--- config.mk ---
export PLATFORM = sky130hd
export DESIGN_NAME = ascii_hex_frame_encoder
export DESIGN_NICKNAME = d
export VERILOG_FILES = /design/src/design/ahfe_pkg.sv /design/src/design/ahfe_front.sv /design/src/design/ahfe_queue.sv /design/src/design/ahfe_back.sv /design/src/design/ascii_hex_frame_encoder.sv
export VERILOG_INCLUDE_DIRS = /design/src /design/src/design
export SDC_FILE = /design/constraint.sdc
export NUM_CORES = 1
export LEC_CHECK = 0
export BUFFER_PORTS_ARGS = -buffer_cell sky130_fd_sc_hd__buf_2
export CORE_AREA = 2 2 117 164
export DETAILED_ROUTE_END_ITERATION = 16
export DIE_AREA = 0 0 119 166
export MAX_ROUTING_LAYER = met4
export PLACE_DENSITY = 0.65
export SLEW_MARGIN = 20
export SYNTH_ARGS = -nofsm -noshare
export SYNTH_HDL_FRONTEND = slang
export SYNTH_SLANG_ARGS = --single-unit
--- constraint.sdc ---
create_clock -name clk -period 4.8 [get_ports clk]
set_input_delay 0.96 -clock clk [delete_from_list [all_inputs] [get_ports clk]]
set_output_delay 0.96 -clock clk [all_outputs]
set_load 0.02 [all_outputs]
--- src/design/ascii_hex_frame_encoder_defines.svh ---
`ifndef ASCII_HEX_FRAME_ENCODER_DEFINES_SVH
`define ASCII_HEX_FRAME_ENCODER_DEFINES_SVH

// same-cycle check: when cond holds, expr must hold too
`define AHFE_ASSERT_NOW(label, clk, rst_n, cond, expr, msg) \
  label: assert property (@(posedge clk) disable iff (!rst_n) (cond) |-> (expr)) \
    else $error(msg);

// next-cycle check: when cond holds, expr must hold in the cycle after
`define AHFE_ASSERT_NEXT(label, clk, rst_n, cond, expr, msg) \
  label: assert property (@(posedge clk) disable iff (!rst_n) (cond) |=> (expr)) \
    else $error(msg);

`endif

--- src/design/ahfe_pkg.sv ---
`default_nettype none

package ahfe_pkg;

  // frame control characters
  localparam logic [7:0] STX_CHAR = 8'h02;
  localparam logic [7:0] ETX_CHAR = 8'h03;
  localparam logic [7:0] MISUSE_CHAR = 8'h00;

  // input opcodes
  localparam logic OP_START = 1'b0;
  localparam logic OP_DATA  = 1'b1;

  // register index (address bit 2)
  localparam logic REG_PLAIN_TYPE   = 1'b0;
  localparam logic REG_SECURED_TYPE = 1'b1;

  // job queue between front and back
  localparam int QUEUE_DEPTH = 2;
  localparam int QPTR_W      = (QUEUE_DEPTH > 1) ? $clog2(QUEUE_DEPTH) : 1;
  localparam int QCNT_W      = $clog2(QUEUE_DEPTH + 1);

  // character counter inside one job
  localparam int STEP_W = 4;

  typedef enum logic [1:0] {
    JOB_START,
    JOB_DATA,
    JOB_MISUSE
  } job_kind_t;

  // one classified transaction, ready to be spelled out
  typedef struct packed {
    job_kind_t  kind;
    logic [7:0] b0;     // start: type, data: payload byte
    logic [7:0] b1;     // start: sequence
    logic [7:0] b2;     // start: length
    logic       close;  // checksum and ETX follow
    logic [7:0] csum;   // inverted additive sum
  } job_t;

  // queue status seen by the front and the back
  typedef struct packed {
    logic full;
    logic empty;
  } queue_status_t;

  // uppercase ascii hex digit
  function automatic logic [7:0] hex_char(input logic [3:0] nib);
    logic [7:0] wide;
    wide = {4'h0, nib};
    if (nib < 4'd10) begin
      hex_char = 8'h30 + wide;
    end else begin
      hex_char = 8'h37 + wide;
    end
  endfunction

endpackage

`default_nettype wire

--- src/design/ahfe_front.sv ---
`default_nettype none

module ahfe_front (
  input  wire                    clk,
  input  wire                    rst_n,
  input  wire                    in_valid,
  output logic                   in_ready,
  input  wire                    opcode,
  input  wire                    secured,
  input  wire  [7:0]             frame_length,
  input  wire  [7:0]             data_byte,
  input  wire  [7:0]             plain_type,
  input  wire  [7:0]             secured_type,
  input  ahfe_pkg::queue_status_t q_status,
  output logic                   push,
  output ahfe_pkg::job_t         push_job
);

  logic [7:0] seq_r, seq_nxt;
  logic [7:0] sum_r, sum_nxt;
  logic [7:0] left_r, left_nxt;
  logic       open_r, open_nxt;

  logic [7:0] seq_inc;
  logic [7:0] type_sel;
  logic [7:0] seq_sel;
  logic [7:0] sum_start;
  logic [7:0] sum_data;
  logic [7:0] left_dec;

  assign in_ready = !q_status.full;
  assign push     = in_valid && in_ready;

  // header bytes and running sums
  assign seq_inc   = seq_r + 8'd1;
  assign type_sel  = secured ? secured_type : plain_type;
  assign seq_sel   = secured ? seq_inc : 8'h00;
  assign sum_start = type_sel + seq_sel + frame_length;
  assign sum_data  = sum_r + data_byte;
  assign left_dec  = left_r - 8'd1;

  // classify the transaction and update frame state
  always_comb begin
    seq_nxt  = seq_r;
    sum_nxt  = sum_r;
    left_nxt = left_r;
    open_nxt = open_r;
    push_job = '0;
    if (opcode == ahfe_pkg::OP_START) begin
      push_job.kind  = ahfe_pkg::JOB_START;
      push_job.b0    = type_sel;
      push_job.b1    = seq_sel;
      push_job.b2    = frame_length;
      push_job.close = (frame_length == 8'd0);
      push_job.csum  = ~sum_start;
      if (push) begin
        if (secured) begin
          seq_nxt = seq_inc;
        end
        if (frame_length == 8'd0) begin
          sum_nxt  = 8'h00;
          left_nxt = 8'h00;
          open_nxt = 1'b0;
        end else begin
          sum_nxt  = sum_start;
          left_nxt = frame_length;
          open_nxt = 1'b1;
        end
      end
    end else if (!open_r) begin
      push_job.kind = ahfe_pkg::JOB_MISUSE;
    end else begin
      push_job.kind  = ahfe_pkg::JOB_DATA;
      push_job.b0    = data_byte;
      push_job.close = (left_dec == 8'd0);
      push_job.csum  = ~sum_data;
      if (push) begin
        if (left_dec == 8'd0) begin
          sum_nxt  = 8'h00;
          left_nxt = 8'h00;
          open_nxt = 1'b0;
        end else begin
          sum_nxt  = sum_data;
          left_nxt = left_dec;
        end
      end
    end
  end

  always_ff @(posedge clk) begin
    if (!rst_n) begin
      seq_r  <= 8'h00;
      sum_r  <= 8'h00;
      left_r <= 8'h00;
      open_r <= 1'b0;
    end else begin
      seq_r  <= seq_nxt;
      sum_r  <= sum_nxt;
      left_r <= left_nxt;
      open_r <= open_nxt;
    end
  end

endmodule

`default_nettype wire

--- src/design/ahfe_queue.sv ---
`default_nettype none

module ahfe_queue (
  input  wire                     clk,
  input  wire                     rst_n,
  input  wire                     push,
  input  ahfe_pkg::job_t          push_job,
  input  wire                     pop,
  output ahfe_pkg::job_t          pop_job,
  output ahfe_pkg::queue_status_t status
);

  ahfe_pkg::job_t                 slot_r [ahfe_pkg::QUEUE_DEPTH];
  logic [ahfe_pkg::QPTR_W-1:0]    wr_ptr_r, wr_ptr_nxt;
  logic [ahfe_pkg::QPTR_W-1:0]    rd_ptr_r, rd_ptr_nxt;
  logic [ahfe_pkg::QCNT_W-1:0]    count_r, count_nxt;
  logic                           do_push;
  logic                           do_pop;

  localparam logic [ahfe_pkg::QPTR_W-1:0] LAST_PTR =
    ahfe_pkg::QPTR_W'(ahfe_pkg::QUEUE_DEPTH - 1);
  localparam logic [ahfe_pkg::QCNT_W-1:0] FULL_CNT =
    ahfe_pkg::QCNT_W'(ahfe_pkg::QUEUE_DEPTH);

  assign status.full  = (count_r == FULL_CNT);
  assign status.empty = (count_r == '0);
  assign do_push      = push && !status.full;
  assign do_pop       = pop && !status.empty;
  assign pop_job      = slot_r[rd_ptr_r];

  // pointer and fill count update
  always_comb begin
    wr_ptr_nxt = wr_ptr_r;
    rd_ptr_nxt = rd_ptr_r;
    count_nxt  = count_r;
    if (do_push) begin
      wr_ptr_nxt = (wr_ptr_r == LAST_PTR) ? '0 : wr_ptr_r + 1'b1;
    end
    if (do_pop) begin
      rd_ptr_nxt = (rd_ptr_r == LAST_PTR) ? '0 : rd_ptr_r + 1'b1;
    end
    if (do_push && !do_pop) begin
      count_nxt = count_r + 1'b1;
    end else if (do_pop && !do_push) begin
      count_nxt = count_r - 1'b1;
    end
  end

  always_ff @(posedge clk) begin
    if (!rst_n) begin
      wr_ptr_r <= '0;
      rd_ptr_r <= '0;
      count_r  <= '0;
    end else begin
      wr_ptr_r <= wr_ptr_nxt;
      rd_ptr_r <= rd_ptr_nxt;
      count_r  <= count_nxt;
    end
  end

  // payload slots
  always_ff @(posedge clk) begin
    if (do_push) begin
      slot_r[wr_ptr_r] <= push_job;
    end
  end

endmodule

`default_nettype wire

--- src/design/ahfe_back.sv ---
`default_nettype none

module ahfe_back (
  input  wire                     clk,
  input  wire                     rst_n,
  input  ahfe_pkg::queue_status_t q_status,
  input  ahfe_pkg::job_t          pop_job,
  output logic                    pop,
  output logic                    busy,
  output logic                    out_valid,
  input  wire                     out_ready,
  output logic [7:0]              out_char,
  output logic                    out_last,
  output logic                    out_done,
  output logic                    out_misuse
);

  localparam logic [ahfe_pkg::STEP_W-1:0] START_OPEN_END  = 4'd6;
  localparam logic [ahfe_pkg::STEP_W-1:0] START_CLOSE_END = 4'd9;
  localparam logic [ahfe_pkg::STEP_W-1:0] DATA_OPEN_END   = 4'd1;
  localparam logic [ahfe_pkg::STEP_W-1:0] DATA_CLOSE_END  = 4'd4;

  ahfe_pkg::job_t              job_r, job_nxt;
  logic                        busy_r, busy_nxt;
  logic [ahfe_pkg::STEP_W-1:0] step_r, step_nxt;

  logic                        ov_r, ov_nxt;
  logic [7:0]                  char_r;
  logic                        last_r, done_r, misuse_r;

  logic                        load;
  logic [7:0]                  cur_char;
  logic                        cur_last;
  logic                        cur_done;
  logic                        cur_misuse;

  assign busy       = busy_r;
  assign out_valid  = ov_r;
  assign out_char   = char_r;
  assign out_last   = last_r;
  assign out_done   = done_r;
  assign out_misuse = misuse_r;

  // one character per cycle into the output register, while out_ready does not stall it
  assign load = busy_r && (!ov_r || out_ready);
  assign pop  = !q_status.empty && (!busy_r || (load && cur_last));

  // character for the current step of the job
  always_comb begin
    cur_char   = ahfe_pkg::MISUSE_CHAR;
    cur_last   = 1'b0;
    cur_done   = 1'b0;
    cur_misuse = 1'b0;
    unique case (job_r.kind)
      ahfe_pkg::JOB_START: begin
        cur_last = job_r.close ? (step_r == START_CLOSE_END) : (step_r == START_OPEN_END);
        unique case (step_r)
          4'd0:    cur_char = ahfe_pkg::STX_CHAR;
          4'd1:    cur_char = ahfe_pkg::hex_char(job_r.b0[7:4]);
          4'd2:    cur_char = ahfe_pkg::hex_char(job_r.b0[3:0]);
          4'd3:    cur_char = ahfe_pkg::hex_char(job_r.b1[7:4]);
          4'd4:    cur_char = ahfe_pkg::hex_char(job_r.b1[3:0]);
          4'd5:    cur_char = ahfe_pkg::hex_char(job_r.b2[7:4]);
          4'd6:    cur_char = ahfe_pkg::hex_char(job_r.b2[3:0]);
          4'd7:    cur_char = ahfe_pkg::hex_char(job_r.csum[7:4]);
          4'd8:    cur_char = ahfe_pkg::hex_char(job_r.csum[3:0]);
          default: begin
            cur_char = ahfe_pkg::ETX_CHAR;
            cur_done = 1'b1;
          end
        endcase
      end
      ahfe_pkg::JOB_DATA: begin
        cur_last = job_r.close ? (step_r == DATA_CLOSE_END) : (step_r == DATA_OPEN_END);
        unique case (step_r)
          4'd0:    cur_char = ahfe_pkg::hex_char(job_r.b0[7:4]);
          4'd1:    cur_char = ahfe_pkg::hex_char(job_r.b0[3:0]);
          4'd2:    cur_char = ahfe_pkg::hex_char(job_r.csum[7:4]);
          4'd3:    cur_char = ahfe_pkg::hex_char(job_r.csum[3:0]);
          default: begin
            cur_char = ahfe_pkg::ETX_CHAR;
            cur_done = 1'b1;
          end
        endcase
      end
      default: begin
        cur_last   = 1'b1;
        cur_misuse = 1'b1;
      end
    endcase
  end

  // job sequencing
  always_comb begin
    job_nxt  = job_r;
    busy_nxt = busy_r;
    step_nxt = step_r;
    if (load) begin
      step_nxt = step_r + 1'b1;
    end
    if (pop) begin
      job_nxt  = pop_job;
      busy_nxt = 1'b1;
      step_nxt = '0;
    end else if (load && cur_last) begin
      busy_nxt = 1'b0;
    end
  end

  // output register valid
  always_comb begin
    ov_nxt = ov_r;
    if (load) begin
      ov_nxt = 1'b1;
    end else if (out_ready) begin
      ov_nxt = 1'b0;
    end
  end

  always_ff @(posedge clk) begin
    if (!rst_n) begin
      busy_r <= 1'b0;
      step_r <= '0;
      ov_r   <= 1'b0;
    end else begin
      busy_r <= busy_nxt;
      step_r <= step_nxt;
      ov_r   <= ov_nxt;
    end
  end

  always_ff @(posedge clk) begin
    job_r <= job_nxt;
    if (load) begin
      char_r   <= cur_char;
      last_r   <= cur_last;
      done_r   <= cur_done;
      misuse_r <= cur_misuse;
    end
  end

endmodule

`default_nettype wire

--- src/design/ascii_hex_frame_encoder.sv ---
// channel | dir | tdata                               | tuser                      | tlast
// in_     | in  | [7:0] frame_length, [15:8] data_byte | [0] opcode, [1] secured    | -
// out_    | out | [7:0] out_char                      | [0] frame_done, [1] misuse | run_last
// cfg_    | in  | apb, 0x0 plain_frame_type, 0x4 secured_frame_type (8 bits each)
//
// the front takes one input transaction per cycle while the two-entry job queue has room
// the back emits one character per cycle while out_tready holds: a start spells 7 characters (10 if it also
// closes the frame), a payload byte 2 (5 when it closes), a misplaced byte 1
// so a payload stream is paced by the back's output register
// synchronous active-low reset, no clearing pass; a stalled out_ fills the queue, then
// drops in_tready
`default_nettype none
`include "ascii_hex_frame_encoder_defines.svh"

module ascii_hex_frame_encoder (
  input  wire         clk,
  input  wire         rst_n,
  // input stream
  input  wire         in_tvalid,
  output logic        in_tready,
  input  wire  [15:0] in_tdata,   // [7:0] frame_length, [15:8] data_byte
  input  wire  [1:0]  in_tuser,   // [0] opcode, [1] secured
  // result stream
  output logic        out_tvalid,
  input  wire         out_tready,
  output logic [7:0]  out_tdata,  // [7:0] out_char
  output logic [1:0]  out_tuser,  // [0] frame_done, [1] misuse
  output logic        out_tlast,
  // configuration
  input  wire         cfg_psel,
  input  wire         cfg_penable,
  input  wire         cfg_pwrite,
  input  wire  [2:0]  cfg_paddr,
  input  wire  [31:0] cfg_pwdata,
  output logic [31:0] cfg_prdata,
  output logic        cfg_pready
);

  logic [7:0]              plain_type_r;
  logic [7:0]              secured_type_r;
  logic                    cfg_wr;

  ahfe_pkg::queue_status_t q_status;
  ahfe_pkg::job_t          push_job;
  ahfe_pkg::job_t          pop_job;
  logic                    push;
  logic                    pop;
  logic                    back_busy;
  logic                    done_w;
  logic                    misuse_w;

  // register file
  assign cfg_pready = 1'b1;
  assign cfg_wr     = cfg_psel && cfg_penable && cfg_pwrite && cfg_pready;

  always_ff @(posedge clk) begin
    if (!rst_n) begin
      plain_type_r   <= 8'h00;
      secured_type_r <= 8'h01;
    end else if (cfg_wr) begin
      unique case (cfg_paddr[2])
        ahfe_pkg::REG_PLAIN_TYPE:   plain_type_r   <= cfg_pwdata[7:0];
        ahfe_pkg::REG_SECURED_TYPE: secured_type_r <= cfg_pwdata[7:0];
        default: ;
      endcase
    end
  end

  always_comb begin
    unique case (cfg_paddr[2])
      ahfe_pkg::REG_PLAIN_TYPE:   cfg_prdata = {24'h0, plain_type_r};
      ahfe_pkg::REG_SECURED_TYPE: cfg_prdata = {24'h0, secured_type_r};
      default:                    cfg_prdata = 32'h0;
    endcase
  end

  ahfe_front u_front (
    .clk          (clk),
    .rst_n        (rst_n),
    .in_valid     (in_tvalid),
    .in_ready     (in_tready),
    .opcode       (in_tuser[0]),
    .secured      (in_tuser[1]),
    .frame_length (in_tdata[7:0]),
    .data_byte    (in_tdata[15:8]),
    .plain_type   (plain_type_r),
    .secured_type (secured_type_r),
    .q_status     (q_status),
    .push         (push),
    .push_job     (push_job)
  );

  ahfe_queue u_queue (
    .clk      (clk),
    .rst_n    (rst_n),
    .push     (push),
    .push_job (push_job),
    .pop      (pop),
    .pop_job  (pop_job),
    .status   (q_status)
  );

  ahfe_back u_back (
    .clk        (clk),
    .rst_n      (rst_n),
    .q_status   (q_status),
    .pop_job    (pop_job),
    .pop        (pop),
    .busy       (back_busy),
    .out_valid  (out_tvalid),
    .out_ready  (out_tready),
    .out_char   (out_tdata),
    .out_last   (out_tlast),
    .out_done   (done_w),
    .out_misuse (misuse_w)
  );

  assign out_tuser = {misuse_w, done_w};

  // checks
  `AHFE_ASSERT_NOW(a_etx_closes, clk, rst_n, out_tvalid && out_tuser[0], out_tlast && (out_tdata == ahfe_pkg::ETX_CHAR), "frame_done without closing ETX")
  `AHFE_ASSERT_NOW(a_etx_flagged, clk, rst_n, out_tvalid && (out_tdata == ahfe_pkg::ETX_CHAR), out_tuser[0] && !out_tuser[1], "ETX without frame_done")
  `AHFE_ASSERT_NOW(a_misuse_single, clk, rst_n, out_tvalid && out_tuser[1], out_tlast && (out_tdata == ahfe_pkg::MISUSE_CHAR), "misuse result not a lone zero")
  `AHFE_ASSERT_NEXT(a_job_held, clk, rst_n, in_tvalid && in_tready, !q_status.empty || back_busy, "accepted transaction lost")

endmodule

`default_nettype wire

# Word level (Yosys, flattened, before mapping)
# Memory sizes are Yosys's and may differ from the RTL's. A register that Yosys moved wholly into a read port is not among the register bits.
# Index checks and enable logic that the tools add are counted.
[classes]
muxes = 55
n_reduce_logical = 35
bitwise_logic = 5
n_eq_ne = 13
add_sub_neg = 26
order_cmp = 8
[ops]
columns = ["operator", "n"]
rows = [
  ["$mux W8", 23],
  ["$add A6 B4 Y7 const A", 16],
  ["$pmux W8 S9", 1],
  ["$pmux W32 S2", 1],
  ["$lt A4 B4 Y1 const B", 8],
  ["$pmux W8 S4", 1],
  ["$add A8 B8 Y8", 3],
  ["$mux W1", 19],
  ["$mux W9", 2],
  ["$eq A4 B3 Y1 const B", 4],
  ["$logic_not A8 Y1", 2],
  ["$mux W16", 1],
  ["$not A8 Y8", 2],
  ["$pmux W8 S2", 1],
  ["$logic_and A1 B1 Y1", 10],
  ["$mux W10", 1],
  ["$reduce_or A9 Y1", 1],
  ["$add A8 B1 Y8 const B", 1],
  ["$eq A4 B2 Y1 const B", 2],
  ["$eq A4 B4 Y1 const B", 2],
  ["$reduce_bool A2 Y1", 4],
  ["$sub A8 B1 Y8 const B", 1],
  ["$logic_not A1 Y1", 6],
  ["$mux W2", 3],
  ["17 further kinds", 27],
]
[totals]
mem_count = 1
in_bits = 60
regBits = 62
mem_bits_rw = 70
[mem_list]
columns = ["memory", "depth", "width", "rd", "rd_clocked_by_memory_dff", "write_ports", "line", "rtl"]
rows = [
  ["u_queue.slot_r", 2, 35, 1, 1, 1, "ahfe_queue.sv:13", "ahfe_pkg::job_t slot_r [ahfe_pkg::QUEUE_DEPTH];"],
]

# Depth between registers and ports, before layout
# Gate-level depths: netlist (run 1).
[logic_depth]
ltp_word = 10
depth_mapped = 14

# Hierarchy
# A second synthesis (run 1) with hierarchy kept.
[unflattened]
hier_cells = 833
hier_area_um2 = 9198.8
[by_module_without_submodules]
columns = ["mod", "seq_area_each_um2", "cells_each", "area_each_um2", "instances"]
rows = [
  ["ahfe_back", 1471.4, 299, 2994.1, 1],
  ["ahfe_queue", 2202.1, 134, 2757.6, 1],
  ["ahfe_front", 500.5, 299, 2484.9, 1],
  ["ascii_hex_frame_encoder", 320.3, 101, 962.2, 1],
]

# Worst setup path before layout (run 1)
# OpenSTA, ideal clock, no wires.
[synth_timing]
kind = "input port to flip-flop"
from = "input port in_tuser[1]"
to = "memory u_queue.slot_r[0][7] in the netlist's numbering, data pin"
setup_time_ns = 0.260
path_slack_ns = 0.751
cell_stages = 14
t_required_ns = 4.540
t_arrival_ns = 3.789
cell_sequence = "clkbuf_1 clkbuf_1 mux2i_1 fa_1 inv_1 ha_1 inv_1 fa_1 inv_1 a21o_1 a21oi_1 o21ai_0 xnor2_1 a22o_1"
[synth_rtl]
columns = ["element", "line", "rtl"]
rows = [
  ["start, declared", "ascii_hex_frame_encoder.sv:22", "input wire [1:0] in_tuser,"],
  ["end, declared", "ahfe_queue.sv:13", ""],
]

==> impl_metrics.json, run 1 <==
{
  "fin_util_pct": 54.16,
  "p_clk_share_pct": 26.2,
  "rsz0062_at_grt": "false",
  "relSlewSlack_pct": 44.85,
  "n_antenna_cell": 0,
  "period_needed_ns": 3.576,
  "worst_slew_pin_slew_ns": 0.8272,
  "grt_pass1_wl_um": 31130,
  "synth_edf_count": 115,
  "insertion_delay_ns": 0.42,
  "cts_resized": 0,
  "dp_slack_ns": 0.7908,
  "status": "completed",
  "drv_slew": 0,
  "synth_area_per_cell_um2": 10.42,
  "cp-startpoint": "in_tuser[1]",
  "crit_top_cell": "inv_1",
  "finalCritPeriodShare_pct": 74.50,
  "crit_path_end_kind": "register",
  "max-vdd-ir-drop_mv": 0.2715,
  "cp_num_buf_inv": 4,
  "drc_errors": 0,
  "synth_compound_area_share_pct": 14.77,
  "r2r-start": "u_front.seq_r[0]",
  "power_density_nw_per_um2": 514.9,
  "final_nets": 1005,
  "routedWlPerCell_um": 16.66,
  "synth_mux_area_share_pct": 6.661,
  "switchingPower_mw": 1.788,
  "synthesis.area_um2": 8979,
  "gr-total-overflow": 0,
  "synthSimpleGateAreaFrac_pct": 12.54,
  "pwr-share-comb_pct": 31.1,
  "path_max_fanout": 19,
  "dieWidth_um": 119,
  "synth-seq-cells": 166,
  "rows": 59,
  "power.leakage_nw": 3.872,
  "syn2layout_area_growth_pct": 10.88,
  "final_common_cell": "edfxtp_1",
  "finClkSkew_ns": 0.009096,
  "yosysUniqueCellTypes": 62,
  "cp_top_family": "adder cells",
  "dr.pass1.iters": 5,
  "antenna_found_initial": 0,
  "worstRegToRegCells": 12,
  "hold_class": "register to register",
  "ys.flop_type": "edfxtp_1",
  "cts-root-buf": "clkbuf_16",
  "drtIter0Drc": 398,
  "startpoint_type": "input pin",
  "crit_type": "input pin to register",
  "clk_pin_slew_worst_paths_ns": 0.07,
  "cpMaxStageDelayCell": "fa_1",
  "numCtsBuffers": 17,
  "maxCapViolations": 0,
  "route.antenna.remaining_nets": 0,
  "seqPwrFrac_pct": 42.7,
  "holdWs_ns": 0.4815,
  "die_h_um": 166,
  "postCtsHoldBufs": 0,
  "synth_fa_ha_area_share_pct": 6.048,
  "h-tree-depth": 4,
  "grt_pass1_vias": 6104,
  "place.gp.congestion": 0.9334,
  "portBuffers": 53,
  "grt.total_usage_pct": 20.72,
  "drive_gt1_share_pct": 15.76,
  "drt-total-wl_um": 19390,
  "clock_sinks": 166,
  "arrival_ns": 3.75,
  "pin_count": 106,
  "vias": 6299,
  "final-setup-viol-count": 0,
  "crit_chain": "buf_2 -> mux2i_1 -> fa_1 -> inv_1 -> ha_1 -> inv_1 -> fa_1 -> inv_1 -> a21o_1 -> a21oi_1 -> o21ai_0 -> xnor2_1 -> a22o_1",
  "dp.final_hpwl_um": 14410,
  "cp-endpoint": "u_queue.slot_r[1][7]",
  "post_cts_buffers": 0,
  "swShare_pct": 34.87,
  "synth_warnings": 0,
  "setup_tns_ns": 0,
  "p_int_mw": 3.339,
  "fin_area_um2": 9956,
  "cts_tree": "yes",
  "synth-xor-area-share_pct": 3.999,
  "grt_start_max_net_pins": 50,
  "synthCells": 862,
  "hold_viol_final": 0,
  "reg2reg_slack_ns": 1.60,
  "initial_utilization_pct": 48.85,
  "ys_async_sr_fraction_pct": 0,
  "worstPathRequired_ns": 4.97,
  "synth_top_family_by_area": "compound AO/OA/AOI/OAI gates",
  "dpl_cell_area_um2": 9368,
  "core_area_um2": 18380,
  "critPathMaxStageDelay_ns": 0.47,
  "seq_area_frac_synth_pct": 49.83,
  "reg2reg_to": "u_queue.slot_r[1][7]",
  "max_freq_mhz": 279.6,
  "cp.depth": 13,
  "via_per_inst": 5.412,
  "worst_slack_ns": 1.224,
  "cts_buffer_depth": 2,
  "layout_common_cells": "edfxtp_1 (115), nand2_1 (93), inv_1 (55)",
  "dieArea_um2": 19750
}
[registers in the layout, summed over array words and instances, names as in the netlist]
name and flops:
u_back.out_misuse 1, u_back.busy 1, u_back.out_last 1, u_front.sum_r 8, u_queue.slot_r 70, u_front.open_r 1
u_queue.rd_ptr_r 1, u_queue.count_r 2, u_back.out_done 1, plain_type_r 8, u_queue.wr_ptr_r 1, secured_type_r 8
u_front.left_r 8, u_back.step_r 4, u_back.job_r 35, u_back.out_valid 1, u_front.seq_r 8, u_back.out_char 7
[stage by stage]
stage | power (mW) | cells
3_3_place_gp | 3.779 | 1132
4_1_cts | 5.155 | 1164
2_1_floorplan | 3.390 | 886
3_5_place_dp | 3.800 | 1132
5_1_grt | 5.434 | 1164
6_report | 5.127 | 1164
[power by group through the flow]
stage	Combinational (mW)	Clock, mW	Sequential, mW
5_1_grt	1.77	1.43	2.23
6_report	1.60	1.34	2.19
2_1_floorplan	1.19	0	2.20
4_1_cts	1.60	1.37	2.18
3_3_place_gp	1.57	0	2.21
3_5_place_dp	1.59	0	2.21
[worst min-delay path, stage by stage (launching register included)]
cell and delay, ns:
dfxtp_1 0.32, inv_1 0.05, a21boi_0 0.06
[cells by family (layout without fill, tap and decap cells)]
family | after synthesis | after routing
AOI/OAI and AO/OA | 208 | 208
adders and majority gates | 38 | 38
muxes | 54 | 54
other | 2 | 26
and+or+nand+nor | 238 | 238
DFF | 166 | 166
xor gates and xnor gates | 41 | 41
buffers and inverters | 115 | 149
[worst min path at each step]
stage                                  from  slack (ns)  cells after the start                end
after floorplan                 u_back.busy        0.44                      2   u_back.out_valid
after global placement          u_back.busy        0.46                      2   u_back.out_valid
after detailed placement  secured_type_r[2]        0.48                      2  secured_type_r[2]
after CTS                 secured_type_r[2]        0.48                      2  secured_type_r[2]
after global routing      secured_type_r[3]        0.50                      2  secured_type_r[3]
final                           u_back.busy        0.48                      2   u_back.out_valid
[area by class of cell]
class	count	area (um^2)
clock buffer	17	425.4
clock inverter	15	162.7
multi-input combinational	605	4053
inverter	56	210.2
tap	244	305.3
timing repair buffer	61	325.3
fill	1616	8426
sequential	166	4474
[routing by layer]
metal	track usage, %	vias up	wire length, um
met5	-	-	0
met4	13.35	0	1119
met3	4.052	59	647
met2	34.91	190	9843
met1	22.07	2909	7777
li1	-	3141	-
[Yosys cell counts (3+ instances only)]
| cell type | number | area, um^2 |
|---|---|---|
| nor2b_1 | 16 | 100.1 |
| buf_4 | 28 | 210.2 |
| and2_1 | 19 | 118.9 |
| a22o_1 | 5 | 43.79 |
| nand2b_1 | 6 | 37.54 |
| o31a_1 | 5 | 43.79 |
| mux2i_1 | 8 | 80.08 |
| clkbuf_1 | 30 | 112.6 |
| a21oi_1 | 48 | 240.2 |
| nor3_1 | 11 | 55.05 |
| o22ai_1 | 20 | 125.1 |
| a31oi_1 | 8 | 50.05 |
| o31ai_1 | 4 | 30.03 |
| a221oi_1 | 5 | 43.79 |
| inv_1 | 55 | 206.5 |
| fa_1 | 9 | 180.2 |
| dfxtp_1 | 51 | 1021 |
| o211ai_1 | 3 | 22.52 |
| a21boi_0 | 20 | 150.1 |
| o21ai_0 | 51 | 255.2 |
| nand4_1 | 5 | 31.28 |
| nor2_1 | 50 | 187.7 |
| ha_1 | 29 | 362.9 |
| xnor2_1 | 31 | 271.5 |
| xor2_1 | 10 | 87.58 |
| nor4_1 | 4 | 25.02 |
| nand3_1 | 14 | 70.07 |
| edfxtp_1 | 115 | 3453 |
| o21a_1 | 4 | 30.03 |
| a22oi_1 | 10 | 75.07 |
| nor4b_1 | 3 | 26.28 |
| mux2_2 | 46 | 518.0 |
| and3_1 | 6 | 37.54 |
| a211oi_1 | 5 | 37.54 |
| nand2_1 | 93 | 349.1 |
Power figures use the tool's default switching activity.
==> run 2: changes to the inputs <==
--- a/config.mk
+++ b/config.mk
@@ -11,7 +11,7 @@
 export DETAILED_ROUTE_END_ITERATION = 16
 export DIE_AREA = 0 0 119 166
 export MAX_ROUTING_LAYER = met4
-export PLACE_DENSITY = 0.65
+export PLACE_DENSITY = 0.68
 export SLEW_MARGIN = 20
 export SYNTH_ARGS = -nofsm -noshare
 export SYNTH_HDL_FRONTEND = slang
==> constraint.sdc (replaced) <==
create_clock -name clk -period 3.1 [get_ports clk]
set_input_delay 0.62 -clock clk [delete_from_list [all_inputs] [get_ports clk]]
set_output_delay 0.62 -clock clk [all_outputs]
set_load 0.02 [all_outputs]
==> impl_metrics.json, run 2 (same netlist as run 1, synthesis figures left out) <==
{
  "cts-root-buf": "clkbuf_16",
  "critPathMaxStageDelay_ns": 0.53,
  "routedWlPerCell_um": 16.85,
  "drv_slew": 0,
  "antenna_found_initial": 0,
  "pin_count": 106,
  "drc_errors": 0,
  "hold_viol_final": 0,
  "crit_type": "register to register",
  "route.antenna.remaining_nets": 0,
  "vias": 6521,
  "cts_tree": "yes",
  "seqPwrFrac_pct": 42.0,
  "grt.total_usage_pct": 21.27,
  "switchingPower_mw": 2.721,
  "portBuffers": 53,
  "dieWidth_um": 119,
  "insertion_delay_ns": 0.43,
  "dr.pass1.iters": 7,
  "final-setup-viol-count": 0,
  "power.leakage_nw": 3.983,
  "post_cts_buffers": 0,
  "reg_top3": "u_queue.slot_r x70, u_back.job_r x35",
  "fin_area_um2": 10210,
  "p_clk_share_pct": 26.4,
  "p_int_mw": 5.350,
  "regMostFlops": "u_queue.slot_r",
  "drive_gt1_share_pct": 18.66,
  "power_density_nw_per_um2": 790.6,
  "worst_slew_pin_slew_ns": 0.8081,
  "finalCritPeriodShare_pct": 94.72,
  "dpl_cell_area_um2": 9574,
  "period_needed_ns": 2.936,
  "dieArea_um2": 19750,
  "maxCapViolations": 0,
  "pwr-share-comb_pct": 31.6,
  "max_freq_mhz": 340.6,
  "finClkSkew_ns": 0.01119,
  "syn2layout_area_growth_pct": 13.70,
  "grt_pass1_vias": 6340,
  "cts_buffer_depth": 2,
  "multi_input_area_um2": 4099,
  "grt_start_max_net_pins": 37,
  "initial_utilization_pct": 48.85,
  "setup_tns_ns": 0,
  "final_nets": 1028,
  "via_per_inst": 5.494,
  "worstPathRequired_ns": 3.27,
  "cpMaxStageDelayCell": "fa_1",
  "swShare_pct": 33.71,
  "crit_chain": "ha_2 -> and3_4 -> and3_1 -> xor2_1 -> nand2_1 -> fa_1 -> inv_1 -> ha_4 -> a21oi_1 -> o21ai_1 -> xnor2_1 -> a22o_1",
  "relSlewSlack_pct": 46.13,
  "status": "completed",
  "n_antenna_cell": 0,
  "fillers": 1596,
  "path_max_fanout": 3,
  "rows": 59,
  "clock_sinks": 166,
  "die_h_um": 166,
  "final_common_cell": "edfxtp_1",
  "h-tree-depth": 4,
  "arrival_ns": 3.11,
  "place.gp.congestion": 0.9493,
  "max-vdd-ir-drop_mv": 0.3698,
  "drt-total-wl_um": 20000,
  "gr-total-overflow": 0,
  "dp.final_hpwl_um": 14990,
  "regArea_um2": 4476,
  "layout_common_cells": "edfxtp_1 (115), nand2_1 (93), inv_1 (54)",
  "largest_reg_flops": 70,
  "clk_pin_slew_worst_paths_ns": 0.06,
  "numCtsBuffers": 17,
  "crit_path_end_kind": "register",
  "core_area_um2": 18380,
  "final_cells": 1187,
  "hold_class": "input pin to register",
  "drtIter0Drc": 353,
  "grt_pass1_wl_um": 31670,
  "dp.cells": 1155,
  "startpoint_type": "register"
}
run 2: cell types whose count changed in the layout (fill, tap and decap cells not counted), sizes merged:
cell    delta
buf       +23
clkbuf     +7
clkinv     -2
inv        -5
run 2: layer usage:
layer,track usage (%),part of all wire [%],routed length [um],up-vias
met5,-,0,0,-
met3,3.571,3.7,744,73
met4,14.70,6.1,1213,0
li1,-,-,-,3186
met1,21.96,38,7695,3055
met2,36.53,52,10350,207
run 2: power groups by stage:
stage | registers (mW) | clock network, mW | logic [mW]
finish | 3.39 | 2.13 | 2.55
global route | 3.47 | 2.25 | 2.81
CTS | 3.39 | 2.16 | 2.55
detailed placement | 3.43 | 0 | 2.53
global placement | 3.41 | 0 | 2.50
floorplan | 3.41 | 0 | 1.85
run 2: what timing repair did:
action,in CTS,in global routing
resized for setup,0,5
setup endpoints to repair,0,6
hold buffers,0,0
run 2: area by class of cell:
cell class,instances,area share [%]
clock buffers,24,5.135
repair buffers,84,5.001
clock inverters,8,0.8212
well taps,244,2.991
inverters,56,2.059
flip-flops and latches,166,43.84
multi-input cells,605,40.15
run 2: stage by stage:
step | power [mW] | util, % | hold slack, ns | worst slack, ns
2_1_floorplan | 5.259 | - | 0.4439 | 0.002423
3_3_place_gp | 5.913 | 52.09 | 0.4581 | -0.07818
3_5_place_dp | 5.960 | 52.09 | 0.4633 | -0.1006
4_1_cts | 8.097 | 55.39 | 0.4070 | 0.05149
5_1_grt | 8.523 | 55.54 | 0.4332 | -0.02182
6_report | 8.070 | 55.54 | 0.4240 | 0.1638
run 2: final timing paths:
path | start | to | slack (ns) | depth (start not counted)
worst max-delay path | u_front.seq_r[1] | u_queue.slot_r[1][7] | 0.16 | 12
worst max register to register | u_front.seq_r[1] | u_queue.slot_r[1][7] | 0.16 | 12
worst min register to register | u_back.busy | u_back.out_valid | 0.47 | 2
worst min-delay path | cfg_pwdata[0] | secured_type_r[0] | 0.42 | 3
run 2: worst max-delay path, delay by kind of cell (launching register included):
family | cells | cell delay [ns]
AOI/OAI and AO/OA | 3 | 0.43
xor gates and xnor gates | 2 | 0.30
adders and majority gates | 3 | 0.99
buffers and inverters | 1 | 0.08
DFF | 1 | 0.35
and+or+nand+nor | 3 | 0.53
